==> config.mk <==
export PLATFORM = sky130hd
export DESIGN_NAME = gsrc_front
export DESIGN_NICKNAME = d
export VERILOG_FILES = /design/src/hw/rtl/gsrc_pkg.sv /design/src/hw/rtl/gsrc_front.sv
export SDC_FILE = /design/constraint.sdc
export NUM_CORES = 1
export LEC_CHECK = 0
export ABC_AREA = 1
export ABC_CLOCK_PERIOD_IN_PS = 2100
export BUFFER_PORTS_ARGS = -buffer_cell sky130_fd_sc_hd__buf_2
export CORE_ASPECT_RATIO = 0.9
export CORE_MARGIN = 10
export CORE_UTILIZATION = 46
export CTS_BUF_LIST = sky130_fd_sc_hd__clkbuf_8
export DETAILED_ROUTE_END_ITERATION = 16
export PLACE_DENSITY = 0.67
export RECOVER_POWER = 100
export SLEW_MARGIN = 20
export SYNTH_ARGS = -nofsm -noshare
export SYNTH_HDL_FRONTEND = slang
export SYNTH_SLANG_ARGS = --single-unit
==> constraint.sdc <==
create_clock -name clk -period 2.1 [get_ports clk]
set_input_delay 0.105 -clock clk [delete_from_list [all_inputs] [get_ports clk]]
set_output_delay 0.105 -clock clk [all_outputs]
set_load 0.02 [all_outputs]
==> src/hw/rtl/gsrc_pkg.sv <==
// Shared types and constants of the sensor reply checker.
// No dependencies.
`default_nettype none

package gsrc_pkg;

    localparam int FRAME_BYTES = 7;
    localparam int POS_W       = 3;
    localparam int SUM_W       = 11;
    localparam int Q_DEPTH     = 4;
    localparam int Q_PTR_W     = 2;
    localparam int Q_CNT_W     = 3;

    localparam logic [7:0] MIN_RAW  = 8'd13;
    localparam logic [7:0] CHK_BASE = 8'hFF;

    // scaling: q = ((d - 13) * factor + 114) / 229, division by reciprocal
    localparam int          X_W         = 23;
    localparam int          PROD_W      = 55;
    localparam int          RECIP_SHIFT = 39;
    localparam logic [22:0] VOC_FACTOR  = 23'd16000;
    localparam logic [22:0] CO2_FACTOR  = 23'd25600;
    localparam logic [22:0] ROUND_BIAS  = 23'd114;
    localparam logic [31:0] RECIP_M     = 32'd2400680410;
    localparam logic [15:0] CO2_OFFSET  = 16'd6400;

    typedef enum logic [2:0] {
        ST_OK       = 3'd0,
        ST_NO_DATA  = 3'd1,
        ST_CHECKSUM = 3'd2,
        ST_CHIP_ERR = 3'd3,
        ST_BOGUS    = 3'd4
    } status_t;

    typedef struct packed {
        status_t    status;
        logic [7:0] d1;
        logic [7:0] d2;
        logic [7:0] err;
    } reply_rec_t;

    typedef struct packed {
        logic       valid;
        reply_rec_t rec;
    } q_push_t;

endpackage

`default_nettype wire

==> src/hw/rtl/gsrc_front.sv <==
// Front end: takes reply bytes, accumulates the frame and classifies it.
// Uses gsrc_pkg; pushes one record per completed reply into the queue.
`default_nettype none

module gsrc_front (
    input  wire logic          clk,
    input  wire logic          rst_n,
    input  wire logic          in_valid,
    output logic               in_stall,
    input  wire logic [7:0]    rx_byte,
    input  wire logic          frame_start,
    input  wire logic          q_full,
    output gsrc_pkg::q_push_t  push
);
    import gsrc_pkg::*;

    logic [POS_W-1:0] pos_reg, pos_next;
    logic [SUM_W-1:0] sum_reg, sum_next;
    logic             az_reg, az_next;
    logic [7:0]       d1_reg, d1_next;
    logic [7:0]       d2_reg, d2_next;
    logic [7:0]       err_reg, err_next;

    logic [POS_W-1:0] eff_pos;
    logic [SUM_W-1:0] eff_sum;
    logic [SUM_W-1:0] fold_sum;
    logic [7:0]       expected;
    logic             az_now;
    logic             last;
    logic             accept;
    status_t          status;

    assign in_stall = q_full;
    assign accept   = in_valid & ~q_full;

    always_comb
    begin
        // a start mark drops any partial reply
        eff_pos  = frame_start ? '0 : pos_reg;
        eff_sum  = frame_start ? '0 : sum_reg;
        az_now   = (frame_start | az_reg) & (rx_byte == 8'd0);
        last     = (eff_pos == POS_W'(FRAME_BYTES - 1));
        fold_sum = eff_sum + {{(SUM_W-3){1'b0}}, eff_sum[SUM_W-1:8]};
        expected = CHK_BASE - fold_sum[7:0];

        if (az_now)
            status = ST_NO_DATA;
        else if (rx_byte != expected)
            status = ST_CHECKSUM;
        else if (err_reg != 8'd0)
            status = ST_CHIP_ERR;
        else if ((d1_reg < MIN_RAW) || (d2_reg < MIN_RAW))
            status = ST_BOGUS;
        else
            status = ST_OK;
    end

    always_comb
    begin
        pos_next = pos_reg;
        sum_next = sum_reg;
        az_next  = az_reg;
        d1_next  = d1_reg;
        d2_next  = d2_reg;
        err_next = err_reg;
        if (accept)
        begin
            if (last)
            begin
                pos_next = '0;
                sum_next = '0;
                az_next  = 1'b1;
            end
            else
            begin
                pos_next = eff_pos + POS_W'(1);
                sum_next = eff_sum + SUM_W'(rx_byte);
                az_next  = az_now;
                if (eff_pos == POS_W'(0))
                    d1_next = rx_byte;
                else if (eff_pos == POS_W'(1))
                    d2_next = rx_byte;
                else if (eff_pos == POS_W'(FRAME_BYTES - 2))
                    err_next = rx_byte;
            end
        end
    end

    always_comb
    begin
        push.valid      = accept & last;
        push.rec.status = status;
        push.rec.d1     = d1_reg;
        push.rec.d2     = d2_reg;
        push.rec.err    = err_reg;
    end

    always_ff @(posedge clk or negedge rst_n)
    begin
        if (!rst_n)
        begin
            pos_reg <= '0;
            sum_reg <= '0;
            az_reg  <= 1'b1;
            d1_reg  <= '0;
            d2_reg  <= '0;
            err_reg <= '0;
        end
        else
        begin
            pos_reg <= pos_next;
            sum_reg <= sum_next;
            az_reg  <= az_next;
            d1_reg  <= d1_next;
            d2_reg  <= d2_next;
            err_reg <= err_next;
        end
    end

endmodule

`default_nettype wire

-- Yosys cells after proc, flatten, opt, wreduce, memory -nomap -nowiden
Index checks and enable logic that the tools add are counted.
- bits in registers: 39
- input port bits: 13
- RAM bits: 0
- bits in latches: 0
- output and inout port bits: 29
- memory bits (read-only): 0
- memories: 0
- shifts and indexed selects: 0
- add/sub/neg operators: 4
- multiplexer cells: 9
- eq/ne operators: 4
- div/mod/pow operators: 0
- multiply operators: 0
- reduce and logical (&&, ||, !) cells: 7
- bitwise gates (word level): 8
- $lt $le $gt $ge: 2
- operators with widths (operator ; number):
    11-bit two-way mux ; 2
    3-bit two-way mux ; 6
    8-bit by 4-bit less-than comparator with 1-bit output (second input constant) ; 2
    11-bit by 8-bit adder with 11-bit output ; 1
    8-bit by 3-bit adder with 8-bit output ; 1
    8-bit logical NOT ; 1
    8-bit != test ; 1
    8-bit nonzero test ; 1
    8-bit subtractor (first input constant) ; 1
    3-bit == test (second input constant) ; 2
    5-bit AND reduction ; 1
    1-bit inverter ; 4
    4-bit AND reduction ; 1
    3-bit by 1-bit adder with 3-bit output (second input constant) ; 1
    1-bit bitwise AND ; 3
    3-bit by 1-bit == test with 1-bit output (second input constant) ; 1
    3-bit logical NOT ; 1
    3-bit AND reduction ; 1
    1-bit logical OR ; 1
    1-bit two-way mux ; 1
    1-bit bitwise OR ; 1

-- Longest topological paths before layout
- word-level depth: 6
- mapped depth: 18
- mapped depth without buffers: 17

-- Worst setup path after synthesis
No wires, ideal clock.
- path kind: reg2out
- start point: register sum_reg[8]
- end point: output push[26] in the netlist's numbering
- data required time: 1.995 ns
- cell stages (with the launch flop): 14
- arrival time: 1.902 ns
- slack: 0.093 ns
- cell sequence: dfrtp_1 nand2_1 inv_1 ha_1 inv_1 ha_1 xor2_1 nor2_1 nand2_1 inv_1 nand4_4 nor2_4 nand3_2 nor2_1
- RTL lines (what ; line ; text):
    start: declaration ; gsrc_front.sv:18 ; logic [SUM_W-1:0] sum_reg, sum_next;
    start signal: assignment ; gsrc_front.sv:112 ; sum_reg <= sum_next;
    end: declaration ; gsrc_front.sv:13 ; output gsrc_pkg::q_push_t push

==> metrics.yaml <==
logic_synthesis:
  synth_area_um2: 2540
  syn_area_per_cell_um2: 8.18
  yosysSeqAreaShare_pct: 38.4
  synth-seq-cells: 39
  yosys.cell_types.count: 43
  synth_fp_nets: 336
  synthesis.yosys.warnings: 0
  netlist_instances: 311
cts:
  clockBufferDepth: 2
  clkTransAtPathRegs_ns: 0.08
  ctsRootBufferMaster: "clkbuf_8"
  insertion_delay_ns: 0.29
  h-tree-depth: 2
  cts_sinks: 39
  numCtsBuffers: 5
  tritoncts: "done"
final_layout:
  layout.cells.non_filler: 437
  mostFrequentLayoutCell: "nand2_1"
  register_area_um2: 978
  nFillCells: 499
  nets: 394
  drive_above_1_share_pct: 24.6
  largest_reg_flops: 11
  layout_common_cells: "nand2_1 (64), dfrtp_1 (37), inv_1 (30), clkbuf_1 (26), o21ai_0 (23)"
  multi_input_area_um2: 1430
  finalInstanceArea_um2: 3070
  antenna-diode-count: 0
  area_growth_pct: 20.5
detailed_routing:
  wl_per_cell_um: 15.9
  drcViolationCount: 0
  firstDrtPassIters: 4
  ant_nets: 0
  avgViaCountPerCell: 5.23
  first_iter_violations: 101
  dr_total_vias: 2285
  totalWireLength_mm: 6.94
worst_setup_path:
  cp_cell_sequence: "nand2_2, inv_2, ha_4, inv_2, ha_4, inv_2, nand2_4, nand2_2, nand2_1, nand2_1, nand3_1, nand3_2, nor2_4, nand3_2, nand2_1, inv_1, buf_6"
  crit-reg2reg-launch: "sum_reg[0]"
  crit_fanout: 4
  rrSetupSlack_ns: 0.05
  cp.arrival_ns: 2.15
  worst_ep_required_time_ns: 2.00
  slowest_delay_ns: 0.40
  slowest_stage: "dfrtp_1"
  start_kind: "register"
  cp-end-kind: "output pin"
  cp-endpoint: "push[25]"
  ff2ff_path_depth: 12
  path_class: "register to output pin"
  critPathLaunch: "sum_reg[8]"
  r2r_end: "sum_reg[10]"
global_route:
  grt_usage_pct: 14.8
  antenna_found_initial: 0
  grt_max_degree: 40
  grt_overflow: 0
  grt_pass1_wl_mm: 10.9
  grt_pass1_vias: 2166
timing:
  fin_worst_skew_ns: 0.00595
  fin_tns_setup_ns: -0.385
  finalCritPeriodShare_pct: 107
  fmax_mhz: 444
  setup_violations: 3
  layout_min_cycle_time_ns: 2.25
  hold_viol: 0
  worstMarginPinSlew_ns: 0.969
  finalMaxSlewViolations: 0
  whs_ns: 0.165
  setup_ws_ns: -0.151
  rsz0062_at_grt: "yes"
  slew_headroom_pct: 35.4
die:
  start_util_pct: 47.8
  ios: 42
  rows: 25
  die_area_um2: 8910
  die_w_um: 98.4
  core_area_um2: 5320
  die_h_um: 90.5
placed_design:
  pre_cts_slack_ns: -0.0674
  portBuffers: 41
  dp_hpwl_mm: 5.27
  finalWeightedCongestion: 0.878
  placed_cell_area_um2: 2840
  placed_cells: 420
run_status:
  violations: "setup timing"
  outcome: "finished, violations left"
pwr:
  power_leakage_nw: 1.48
  pwr_density_cell_nw_per_um2: 961
  peakVddDrop_mv: 0.628
worst_hold_path:
  holdPathStages: 3
  hold_class: "input port to register"
flow_run:
  drv_cap: 0
## synth_stat cells
cell / count / share of area, %
o21ai_0: 21 / 4.1
dfstp_2: 1 / 1.0
nor2_1: 15 / 2.2
a31oi_1: 1 / 0.25
xor2_2: 1 / 0.64
a21oi_4: 1 / 0.64
ha_1: 11 / 5.4
a21boi_0: 2 / 0.59
a21oi_1: 14 / 2.8
nand3_1: 19 / 3.7
o21ai_1: 10 / 2.0
o21ai_2: 1 / 0.34
nor4_1: 6 / 1.5
nor3_2: 4 / 1.6
nor2_4: 1 / 0.44
nand4_1: 1 / 0.25
o22ai_1: 4 / 0.98
inv_2: 4 / 0.59
dfrtp_1: 38 / 37
xnor2_1: 3 / 1.0
inv_1: 37 / 5.5
a32o_1: 1 / 0.39
buf_2: 2 / 0.39
nor3_1: 2 / 0.39
fa_1: 1 / 0.79
a21o_1: 1 / 0.30
nand3_2: 2 / 0.79
nor2_8: 1 / 0.79
nand2_1: 67 / 9.9
nand4_4: 1 / 0.84
o31ai_1: 2 / 0.59
o211ai_1: 3 / 0.89
nor2_2: 4 / 0.98
xor2_1: 8 / 2.8
nand2_4: 5 / 2.2
clkbuf_1: 2 / 0.30
nand2_2: 5 / 1.2
nand3b_1: 1 / 0.30
a211oi_1: 1 / 0.30
buf_4: 1 / 0.30
buf_6: 3 / 1.3
a22o_1: 2 / 0.69
nand3_4: 1 / 0.69
## worst max-delay path, delay by kind of cell (launching register included)
family | cells | cell delay [ns]
DFF | 1 | 0.40
buffers and inverters | 5 | 0.32
adders and majority gates | 2 | 0.28
and+or+nand+nor | 10 | 0.86
## how the worst min path moves through the flow
| stage | startpoint | slack (ns) | to |
|---|---|---|---|
| floorplan | rst_n | -0.19 | d1_reg[0] |
| global placement | rst_n | 0.28 | d2_reg[5] |
| detailed placement | rst_n | 0.27 | d2_reg[6] |
| CTS | rx_byte[0] | 0.16 | d1_reg[0] |
| global route | rx_byte[0] | 0.18 | d1_reg[0] |
| finish | rx_byte[0] | 0.17 | d1_reg[0] |
## routing by layer
layer  wire length (µm)  global-route usage [%]  share of wire, %  vias up
met4                 63                    3.22              0.91        0
li1                   -                       -                 -     1149
met3                331                    3.29               4.8        4
met2               3290                    24.2                47       51
met1               3260                    19.2                47     1081
met5                  0                       0                 0        -
## per-stage QoR
step	utilization [%]	total power, mW
global placement	53.4	2.37
detailed placement	53.4	2.41
global route	57.6	3.16
finish	57.6	2.95
CTS	57.3	2.96
floorplan	-	1.99
## cell families (layout without fill, tap and decap cells)
group | after synthesis | count (layout) | synth area share [%]
xor gates and xnor gates | 12 | 12 | 4.43
AOI/OAI and AO/OA | 64 | 64 | 14.8
and+or+nand+nor | 135 | 135 | 27.8
buffers and inverters | 49 | 108 | 8.36
adders and majority gates | 12 | 12 | 6.20
DFF | 39 | 39 | 38.4
## where the power goes
group / internal [mW] / switching (mW)
registers: 0.977 / 0.197
clock network: 0.231 / 0.268
logic: 0.452 / 0.821
## cell type report
type	count	area share, %
clock buffers	5	2.24
clock inverters	3	0.653
inverters	41	5.02
multi-input cells	223	46.6
flip-flops and latches	39	31.9
well taps	67	2.73
repair buffers	59	10.9
## repair_timing
item / in CTS / in global routing
endpoints found under the setup margin: 3 / 6
hold endpoints to repair: 38 / 0
pin swaps: 13 / 12
buffers inserted: 5 / 3
resized for setup: 23 / 19
hold buffers: 1 / 0
(Power assumes the default switching activity.)
